==> src/rtl/srtf_pkg.sv <==
// ---------------------------------------------------------------------------
// SRTF scheduler package
// Field widths, limits and the structs passed along the cell chain.
// ---------------------------------------------------------------------------
package srtf_pkg;

  localparam int TIME_W  = 20;
  localparam int VAL_W   = 16;
  localparam int CNT_W   = 5;
  localparam int SLOT_W  = 4;

  localparam logic [TIME_W-1:0] TIME_MAX  = 20'hFFFFF;
  localparam logic [CNT_W-1:0]  COUNT_MAX = 5'd31;

  localparam logic ACT_LOAD = 1'b0;
  localparam logic ACT_TICK = 1'b1;

  // Best candidate seen so far, handed from cell to cell.
  typedef struct packed {
    logic             found;
    logic [VAL_W-1:0] rt;
    logic [VAL_W-1:0] arrival;
    logic [VAL_W-1:0] burst;
  } cand_t;

  // Per-cell control from the sequencer.
  typedef struct packed {
    logic wr;
    logic dec;
    logic en;
  } cell_ctrl_t;

endpackage

==> src/rtl/srtf_cell.sv <==
// ---------------------------------------------------------------------------
// SRTF scheduler cell
// One process slot plus one stage of the running minimum search.
// ---------------------------------------------------------------------------
module srtf_cell #(
  parameter int INDEX = 0,
  parameter int IDX_W = 4
) (
  input  logic                         clk,
  input  srtf_pkg::cell_ctrl_t         ctrl,
  input  logic [srtf_pkg::VAL_W-1:0]   wr_arrival,
  input  logic [srtf_pkg::VAL_W-1:0]   wr_burst,
  input  logic [srtf_pkg::TIME_W-1:0]  current_time,
  input  srtf_pkg::cand_t              cand_in,
  input  logic [IDX_W-1:0]             idx_in,
  output srtf_pkg::cand_t              cand_out,
  output logic [IDX_W-1:0]             idx_out
);

  logic [srtf_pkg::VAL_W-1:0] arrival;
  logic [srtf_pkg::VAL_W-1:0] burst;
  logic [srtf_pkg::VAL_W-1:0] remaining;
  logic                       elig;
  logic                       take;

  assign elig = ctrl.en
              && ({{(srtf_pkg::TIME_W-srtf_pkg::VAL_W){1'b0}}, arrival} <= current_time)
              && (remaining != '0);
  assign take = elig && (!cand_in.found || (remaining < cand_in.rt));

  always_ff @(posedge clk) begin
    if (ctrl.wr) begin
      arrival   <= wr_arrival;
      burst     <= wr_burst;
      remaining <= wr_burst;
    end else if (ctrl.dec) begin
      remaining <= remaining - 1'b1;
    end
  end

  // The candidate register only moves the search forward; it never needs reset.
  always_ff @(posedge clk) begin
    if (take) begin
      cand_out <= '{found: 1'b1, rt: remaining, arrival: arrival, burst: burst};
      idx_out  <= IDX_W'(INDEX);
    end else begin
      cand_out <= cand_in;
      idx_out  <= idx_in;
    end
  end

endmodule

==> src/rtl/srtf_scheduler.sv <==
// ---------------------------------------------------------------------------
// SRTF scheduler
// Preemptive shortest-remaining-time-first scheduler over a row of slot cells.
// ---------------------------------------------------------------------------
// Usage: write process_count on cfg_write/cfg_data while the block is idle.
// Input transfers carry an action: a load writes one slot's arrival and burst
// times, a tick serves one time unit to the eligible slot with the least
// remaining time, ties going to the lowest slot. Every input transfer yields
// exactly one output transfer.
// A load's result goes through the finish state into the output register once
// the load is accepted. For a tick, the best candidate walks down the chain of
// slot cells, one cell per cycle, then the update state applies it and the
// finish state places the result in the output register. Only then is the
// next item taken, so a new load or tick waits until the last one is through.
// A tick after every counted slot has finished is answered like a load.
// in_stall is high while an item is at work. A new item is accepted while an
// earlier result still waits; a finished result waits in place until the
// receiver lowers out_stall. Reset clears the time counter, the completion
// count, process_count and the output valid; slots are undefined until loaded.
// ---------------------------------------------------------------------------
module srtf_scheduler #(
  parameter int MAX_PROCESSES = 16
) (
  input  logic                               clk,
  input  logic                               rst,
  input  logic                               cfg_write,
  input  logic [srtf_pkg::CNT_W-1:0]         cfg_data,
  input  logic                               in_valid,
  output logic                               in_stall,
  input  logic                               action,
  input  logic [srtf_pkg::SLOT_W-1:0]        slot,
  input  logic [srtf_pkg::VAL_W-1:0]         arrival_time,
  input  logic [srtf_pkg::VAL_W-1:0]         burst_time,
  output logic                               out_valid,
  input  logic                               out_stall,
  output logic [srtf_pkg::SLOT_W-1:0]        ran_slot,
  output logic                               cpu_idle,
  output logic                               finished,
  output logic [srtf_pkg::TIME_W-1:0]        completion_time,
  output logic [srtf_pkg::TIME_W-1:0]        turnaround,
  output logic [srtf_pkg::TIME_W-1:0]        waiting,
  output logic                               all_done
);

  localparam int IDX_W = $clog2(MAX_PROCESSES);
  // Wide enough for both the 5-bit register and the table depth.
  localparam int AW = ($clog2(MAX_PROCESSES + 1) > srtf_pkg::CNT_W) ?
                      $clog2(MAX_PROCESSES + 1) : srtf_pkg::CNT_W;

  typedef enum logic [1:0] {S_IDLE, S_SCAN, S_UPDATE, S_FINISH} state_t;

  state_t                        state;
  logic [IDX_W-1:0]              scan_cnt;
  logic [srtf_pkg::CNT_W-1:0]    process_count;
  logic [srtf_pkg::TIME_W-1:0]   current_time;
  logic [srtf_pkg::CNT_W-1:0]    completed_count;

  // Result held between the update and the output register.
  logic [srtf_pkg::SLOT_W-1:0]   p_ran;
  logic                          p_idle;
  logic                          p_fin;
  logic [srtf_pkg::TIME_W-1:0]   p_ct;
  logic [srtf_pkg::TIME_W-1:0]   p_tat;
  logic [srtf_pkg::VAL_W-1:0]    p_burst;
  logic                          p_done;

  logic [AW-1:0]                 active;
  logic                          done_now;
  logic                          accept;
  logic                          out_free;
  logic [IDX_W+srtf_pkg::SLOT_W-1:0] slot_x;
  logic [IDX_W+srtf_pkg::SLOT_W-1:0] win_x;

  srtf_pkg::cand_t               cand [MAX_PROCESSES+1];
  logic [IDX_W-1:0]              idx  [MAX_PROCESSES+1];
  srtf_pkg::cell_ctrl_t          ctrl [MAX_PROCESSES];

  srtf_pkg::cand_t               last;
  logic [IDX_W-1:0]              last_idx;
  logic                          fin_hit;
  logic [srtf_pkg::TIME_W-1:0]   ct_next;
  logic [srtf_pkg::CNT_W-1:0]    cc_next;
  logic [srtf_pkg::TIME_W-1:0]   tat_next;
  logic [srtf_pkg::TIME_W-1:0]   wait_val;

  // An active count above the table depth is clamped to the depth.
  assign active = (AW'(process_count) > AW'(MAX_PROCESSES)) ?
                  AW'(MAX_PROCESSES) : AW'(process_count);
  assign done_now = AW'(completed_count) >= active;

  assign in_stall = (state != S_IDLE);
  assign accept   = in_valid && !in_stall;
  assign out_free = !out_valid || !out_stall;
  assign slot_x   = {{IDX_W{1'b0}}, slot};

  // The search starts from an empty candidate at the head of the chain.
  assign cand[0] = '0;
  assign idx[0]  = '0;

  for (genvar i = 0; i < MAX_PROCESSES; i++) begin : g_cell
    // A load to a slot beyond the table matches no cell and is dropped.
    assign ctrl[i].wr  = accept && (action == srtf_pkg::ACT_LOAD)
                       && (slot_x == (IDX_W+srtf_pkg::SLOT_W)'(i));
    assign ctrl[i].dec = (state == S_UPDATE) && last.found && (last_idx == IDX_W'(i));
    assign ctrl[i].en  = AW'(i) < active;

    srtf_cell #(
      .INDEX (i),
      .IDX_W (IDX_W)
    ) u_cell (
      .clk          (clk),
      .ctrl         (ctrl[i]),
      .wr_arrival   (arrival_time),
      .wr_burst     (burst_time),
      .current_time (current_time),
      .cand_in      (cand[i]),
      .idx_in       (idx[i]),
      .cand_out     (cand[i+1]),
      .idx_out      (idx[i+1])
    );
  end

  assign last     = cand[MAX_PROCESSES];
  assign last_idx = idx[MAX_PROCESSES];
  assign win_x    = {{srtf_pkg::SLOT_W{1'b0}}, last_idx};

  always_comb begin
    fin_hit  = last.found && (last.rt == srtf_pkg::VAL_W'(1));
    ct_next  = (current_time < srtf_pkg::TIME_MAX) ? current_time + 1'b1 : current_time;
    cc_next  = completed_count;
    if (fin_hit && (completed_count < srtf_pkg::COUNT_MAX)) begin
      cc_next = completed_count + 1'b1;
    end
    tat_next = ct_next - {{(srtf_pkg::TIME_W-srtf_pkg::VAL_W){1'b0}}, last.arrival};
    // Waiting time is floored at zero.
    if (p_tat > {{(srtf_pkg::TIME_W-srtf_pkg::VAL_W){1'b0}}, p_burst}) begin
      wait_val = p_tat - {{(srtf_pkg::TIME_W-srtf_pkg::VAL_W){1'b0}}, p_burst};
    end else begin
      wait_val = '0;
    end
  end

  always_ff @(posedge clk) begin
    if (rst) begin
      process_count <= '0;
    end else if (cfg_write) begin
      process_count <= cfg_data;
    end
  end

  always_ff @(posedge clk) begin
    if (rst) begin
      state           <= S_IDLE;
      scan_cnt        <= '0;
      current_time    <= '0;
      completed_count <= '0;
      out_valid       <= 1'b0;
    end else begin
      // The result stage reloads the output register itself when it is taken.
      if (out_valid && !out_stall && (state != S_FINISH)) begin
        out_valid <= 1'b0;
      end
      case (state)
        S_IDLE: begin
          if (accept) begin
            p_ran   <= '0;
            p_idle  <= 1'b1;
            p_fin   <= 1'b0;
            p_ct    <= '0;
            p_tat   <= '0;
            p_burst <= '0;
            p_done  <= done_now;
            if ((action == srtf_pkg::ACT_TICK) && !done_now) begin
              scan_cnt <= '0;
              state    <= S_SCAN;
            end else begin
              state <= S_FINISH;
            end
          end
        end
        S_SCAN: begin
          // The slot state is frozen here, so once the search has passed every cell the
          // tail of the chain holds the winner.
          scan_cnt <= scan_cnt + 1'b1;
          if (scan_cnt == IDX_W'(MAX_PROCESSES - 1)) begin
            state <= S_UPDATE;
          end
        end
        S_UPDATE: begin
          current_time    <= ct_next;
          completed_count <= cc_next;
          p_done          <= AW'(cc_next) >= active;
          if (last.found) begin
            p_ran  <= win_x[srtf_pkg::SLOT_W-1:0];
            p_idle <= 1'b0;
          end
          if (fin_hit) begin
            p_fin   <= 1'b1;
            p_ct    <= ct_next;
            p_tat   <= tat_next;
            p_burst <= last.burst;
          end
          state <= S_FINISH;
        end
        S_FINISH: begin
          if (out_free) begin
            out_valid       <= 1'b1;
            ran_slot        <= p_ran;
            cpu_idle        <= p_idle;
            finished        <= p_fin;
            completion_time <= p_ct;
            turnaround      <= p_tat;
            waiting         <= wait_val;
            all_done        <= p_done;
            state           <= S_IDLE;
          end
        end
        default: begin
          state <= S_IDLE;
        end
      endcase
    end
  end

endmodule

==> config.mk <==
export PLATFORM = sky130hd
export DESIGN_NAME = srtf_scheduler
export DESIGN_NICKNAME = d
export VERILOG_FILES = /design/src/rtl/srtf_pkg.sv /design/src/rtl/srtf_cell.sv /design/src/rtl/srtf_scheduler.sv
export SDC_FILE = /design/constraint.sdc
export NUM_CORES = 2
export LEC_CHECK = 0
export ABC_CLOCK_PERIOD_IN_PS = 18400
export BUFFER_PORTS_ARGS = -buffer_cell sky130_fd_sc_hd__buf_2
export CAP_MARGIN = 20
export CORE_ASPECT_RATIO = 1.2
export CORE_UTILIZATION = 50
export DETAILED_ROUTE_END_ITERATION = 8
export PLACE_DENSITY = 0.66
export SLEW_MARGIN = 20
export SYNTH_ARGS = -nofsm -noshare
export SYNTH_HDL_FRONTEND = slang
export SYNTH_HIERARCHICAL = 1
export SYNTH_SLANG_ARGS = --single-unit
==> constraint.sdc <==
create_clock -name clk -period 18.4 [get_ports clk]
set_clock_uncertainty 0.15 [all_clocks]
set_input_delay 3.68 -clock clk [delete_from_list [all_inputs] [get_ports clk]]
set_output_delay 3.68 -clock clk [all_outputs]
set_load 0.02 [all_outputs]
## After elaboration in Yosys (flattened, before gate mapping)

Cells that the tools add are included.

| cells by class | value |
|---|---|
| reduce and logical (&&, ||, !) cells | 166 |
| $add $sub $neg | 21 |
| mux-type cells | 82 |
| bitwise logic cells | 2 |
| $lt $le $gt $ge | 53 |
| equality and inequality tests | 42 |

Operators by type and width:

| cell | count |
|---|---|
| $mux 48 | 15 |
| $mux 16 | 34 |
| $le 16x20->1 | 16 |
| $reduce_bool 16->1 | 16 |
| $sub 16x1->16 const B | 16 |
| $lt 16x16->1 | 15 |
| $logic_and 1x1->1 | 87 |
| $mux 20 | 4 |
| $pmux 20 s2 | 2 |
| $eq 4x4->1 const B | 17 |
| $mux 49 | 1 |
| $lt 4x5->1 const A | 8 |
| $sub 20x16->20 | 2 |
| $reduce_bool 2->1 | 19 |
| $eq 4x3->1 const B | 8 |
| $pmux 16 s2 | 1 |
| $add 20x1->20 const B | 1 |
| $gt 20x16->1 | 1 |
| $lt 20x20->1 const B | 1 |
| $lt 3x5->1 const A | 4 |
| $logic_not 1->1 | 19 |
| $eq 16x1->1 const B | 1 |
| $eq 4x2->1 const B | 4 |
| $logic_or 1x1->1 | 16 |
| 25 further kinds | 58 |

| storage, ports and cells | value |
|---|---|
| register bits after elaboration | 1768 |
| output and inout bits | 69 |
| logic and storage cells | 513 |
| input bits | 47 |

## Depth between registers and ports, before layout

| depth | value |
|---|---|
| depth in word-level cells | 8 |
| mapped depth | 14 |
| depth with buffers taken out | 13 |

## Modules after synthesis

Netlist, hierarchy kept.

By module, submodules not included:

| module | area each (µm²) | cells an instance | sequential area each (µm²) | times used |
|---|---|---|---|---|
| srtf_cell at g_cell[10].u_cell ... | 4506.8 | 344 | 2502.4 | 11 |
| srtf_cell at g_cell[1].u_cell ... | 4554.4 | 344 | 2502.4 | 4 |
| srtf_scheduler | 9009.9 | 854 | 4644.5 | 1 |
| srtf_cell at g_cell[0].u_cell | 4516.8 | 344 | 2502.4 | 1 |

## Worst setup path before layout

No wires, ideal clock.

| timing path | value |
|---|---|
| kind | input -> register |
| start | input port rst |
| end | register all_done, enable pin |
| buffers on the path | 1 |
| setup time | 0.588 ns |
| cell stages on the path | 2 |
| path slack | 8.844 ns |
| data arrival time | 8.818 ns |
| required time | 17.662 ns |
| cell sequence | clkbuf_1 > nor3b_1 |

| on the way | value |
|---|---|
| cells in the longest elaborated chain, start to end | 2 |

RTL lines:

| item | line | text |
|---|---|---|
| start, declared | srtf_scheduler.sv:25 | `input logic rst,` |
| $not 1->1 (no source line) | - |  |
| $reduce_and 3->1 (no source line) | - |  |
| end signal, assigned | srtf_scheduler.sv:214 | `all_done <= p_done;` |
| end, declared | srtf_scheduler.sv:42 | `output logic all_done` |

Every way passes these cells.
A chain may end at the register's enable or synchronous reset.

==> results.md <==
* Unrepaired setup endpoints after global routing: no
* Initial antenna violation count at 5
* First-pass GRT wire length at 265 mm
* Hold path start: g_cell[6].u_cell/idx_out[1]
* I/O Pins at 116
* Cells after synthesis at 6358
* Die Width at 370 um
* Post-detail-place hpwl at 122 mm
* Vias in the first global route at 48.3k
* Pleak at 34.8 nW
* Routed wire length per instance at 18.9 um
* HP Class: reg -> reg
* Most frequent cells in the layout: 898 x edfxtp_1, 885 x dfxtp_1, 579 x inv_1
* Status: complete, no violations
* Starting Density at 50.5%
* Crit start category: input pin
* Mux contribution to synthesized area at 13.2%
* Worst Tran Pin Value at 1.16 ns
* Routability-driven placement congestion ratio at 0.877
* Max_cap viols at 0
* Post-synthesis compound-gate area fraction at 6.70%
* Synth warnings at 6
* PwrDens at 128 mW/mm2
* Clk sinks at 1783
* Xor and xnor fraction of the mapped netlist area at 2.80%
* Synthesis-stage register bit count at 1783
* CTS Hold Bufs at 0
* Synth Area per Inst at 12.8 um2
* Via Count at 47.3k
* Setup ws final at 12.47 ns
* Die area at 0.164 mm2
* Post-synth top flop: edfxtp_1
* CP arrival at 6.23 ns
* Post-place setup slack at 11.72 ns
* Global route total overflow at 0
* Crit path from: in_valid
* Worst skew pair latency at 0.81 ns
* # rows at 161
* Nets at 7256
* Vias/cell at 5.30
* Max-slew headroom at 22.4%
* Crit. End Element: flop
* IO buf count at 115
* Postcts setup bufs at 0
* Number of flops mapped to enable cells by yosys at 898
* Die Y-Extent at 444 um
* Tcrit/Tclk final at 32.2%
* First-pass detailed-route iteration total at 5
* Initial DRC count at 2764
* Largest net degree at the start of global routing at 68
* DRT antenna net count at 0
* Layout cells sized above 1 at 19.3%
* Largest family of logic cells by synthesized area: multiplexers
* Final Setup Violations at 0
* Seq/Total Area, Yosys at 54.9%
* CTS H-Tree Depth at 4
* Clock-pin slew on the worst setup and hold paths at 0.06 ns
* Worst EP required at 18.70 ns
* Slew Limit Fails at 0
* Commonest non-fill, non-tap cell in the layout: edfxtp_1
* Adder-cell share of the synthesized area at 8.68%
* R2r startpoint: current_time[1]
* Clock root buffer: clkbuf_16
* Final worst path period need at 5.93 ns
* WS Path Type: in -> reg
* Clk buf depth at 3
* Post-Synth Simple-Gate Area at 9.51%
* Total track usage at 20.5%
* Hold Violations, Final at 0
* Fmax at 0.169 GHz
* Num CTS Buffers at 179
* Wirelength, routed at 169 mm
* Max VDD drop at 0.0709 mV
* Asr flop ratio synth at 0%
* FILL cells at 13.1k
* Cts repair resizes at 0
* Synth Cell Area at 0.0813 mm2
* Max FO, Critical Path at 65
* Area delta synth->final at 11.0%
* # DRC at 0
* Distinct cell type count after synthesis at 79
* Core outline area at 0.161 mm2
* Final TNS setup at 0 ns
* CTS tree: built
[sequential cells by signal, summed over array words and instances, names as in the netlist, 2 cells and up]
signal,cells
g_cell.u_cell/cand_out,784
g_cell.u_cell/arrival,256
g_cell.u_cell/burst,256
g_cell.u_cell/remaining,256
g_cell.u_cell/idx_out,64
completion_time,20
current_time,20
p_ct,20
p_tat,20
turnaround,20
waiting,20
p_burst,16
completed_count,5
process_count,5
p_ran,4
ran_slot,4
scan_cnt,4
state,2
[stage by stage]
step / hold WS, ns / cells / util (%) / instance area, um2 / total power [W]
3_3_place_gp: 0.248 / 8583 / 52.4 / 84300 / 0.00790
3_5_place_dp: 0.247 / 8584 / 52.4 / 84300 / 0.00799
5_1_grt: 0.267 / 8926 / 56.1 / 90300 / 0.0121
2_1_floorplan: 0.243 / 6426 / - / 81600 / 0.00732
6_report: 0.260 / 8927 / 56.1 / 90300 / 0.0115
4_1_cts: 0.253 / 8924 / 56.1 / 90300 / 0.0117
[power by group]
group / switching, W / leakage, nW / internal [W]
Sequential: 0.000381 / 15.6 / 0.00509
Combinational: 0.00110 / 16.3 / 0.00132
Clock: 0.00153 / 2.93 / 0.00211
Total: 0.00301 / 34.8 / 0.00852
[cell usage after synthesis (6+ instances only)]
| cell | instances | area, um2 |
|---|---|---|
| or4b_2 | 12 | 120 |
| or2_2 | 69 | 432 |
| mux2_4 | 522 | 7840 |
| dfxtp_1 | 885 | 17700 |
| o21ai_2 | 16 | 140 |
| nor2_1 | 226 | 848 |
| and2_1 | 63 | 394 |
| or3_1 | 37 | 231 |
| a21boi_0 | 18 | 135 |
| inv_1 | 579 | 2170 |
| nor4_1 | 84 | 526 |
| and3_1 | 9 | 56.3 |
| mux2_1 | 131 | 1480 |
| nor4_4 | 17 | 362 |
| nand4_2 | 21 | 263 |
| ha_1 | 561 | 7020 |
| clkbuf_1 | 63 | 236 |
| nor3b_1 | 8 | 60.1 |
| o21ai_0 | 332 | 1660 |
| nand3_1 | 94 | 470 |
| or4_4 | 21 | 236 |
| o21a_1 | 24 | 180 |
| a211oi_1 | 25 | 188 |
| or4_1 | 44 | 330 |
| mux2_2 | 106 | 1190 |
| a2111oi_0 | 16 | 140 |
| nand3b_1 | 6 | 45.0 |
| a21oi_1 | 244 | 1220 |
| o211ai_1 | 7 | 52.6 |
| xor2_1 | 91 | 797 |
| mux2i_1 | 26 | 260 |
| a221oi_4 | 16 | 420 |
| and4_1 | 17 | 149 |
| a21o_1 | 92 | 691 |
| nor3_1 | 44 | 220 |
| nand2_1 | 383 | 1440 |
| edfxtp_1 | 898 | 27000 |
| xnor2_1 | 169 | 1480 |
| a2111oi_2 | 16 | 240 |
| nand4_1 | 89 | 557 |
| o31ai_1 | 18 | 135 |
| nand2b_1 | 63 | 394 |
| nor2b_1 | 56 | 350 |
| buf_6 | 80 | 901 |
[routing by layer]
metal | part of all wire, % | global-route usage, %
met5 | 0.0041 | 0
met4 | 3.6 | 8.37
met3 | 4.0 | 2.77
met2 | 50 | 36.5
met1 | 42 | 24.8
[logic make-up after synthesis]
logic type,after synthesis
muxes,785
AOI/OAI and AO/OA,853
and+or+nand+nor,1382
adders and majority gates,563
other,1
DFF,1783
xor gates and xnor gates,260
buffers and inverters,731
[critical path: stages]
cell,delay (ns)
buf_2,0.12
nand2_1,0.14
nor2_1,0.17
nand3b_1,0.47
nor3_2,0.43
buf_4,0.66
or2_2,0.51
[worst paths after layout]
path                                    end  slack (ns)  depth (start not counted)
max          g_cell[1].u_cell/remaining[15]       12.47                          7
min             g_cell[7].u_cell/idx_out[1]        0.26                          1
min reg2reg     g_cell[7].u_cell/idx_out[1]        0.26                          1
max reg2reg                       p_tat[19]       13.71                         15
[area by class of cell]
| class | instances | area, um2 | share of cell area [%] |
|---|---|---|---|
| inverters | 580 | 2180 | 2.41 |
| clock buffers | 252 | 5110 | 5.66 |
| multi-input cells | 3912 | 33700 | 37.3 |
| well taps | 2119 | 2650 | 2.94 |
| flip-flops and latches | 1783 | 44700 | 49.5 |
| diodes | 3 | 7.51 | 0.00831 |
| clock inverters | 88 | 872 | 0.966 |
| repair buffers | 190 | 1140 | 1.27 |
No activity file was read; power rests on OpenSTA's default activity.
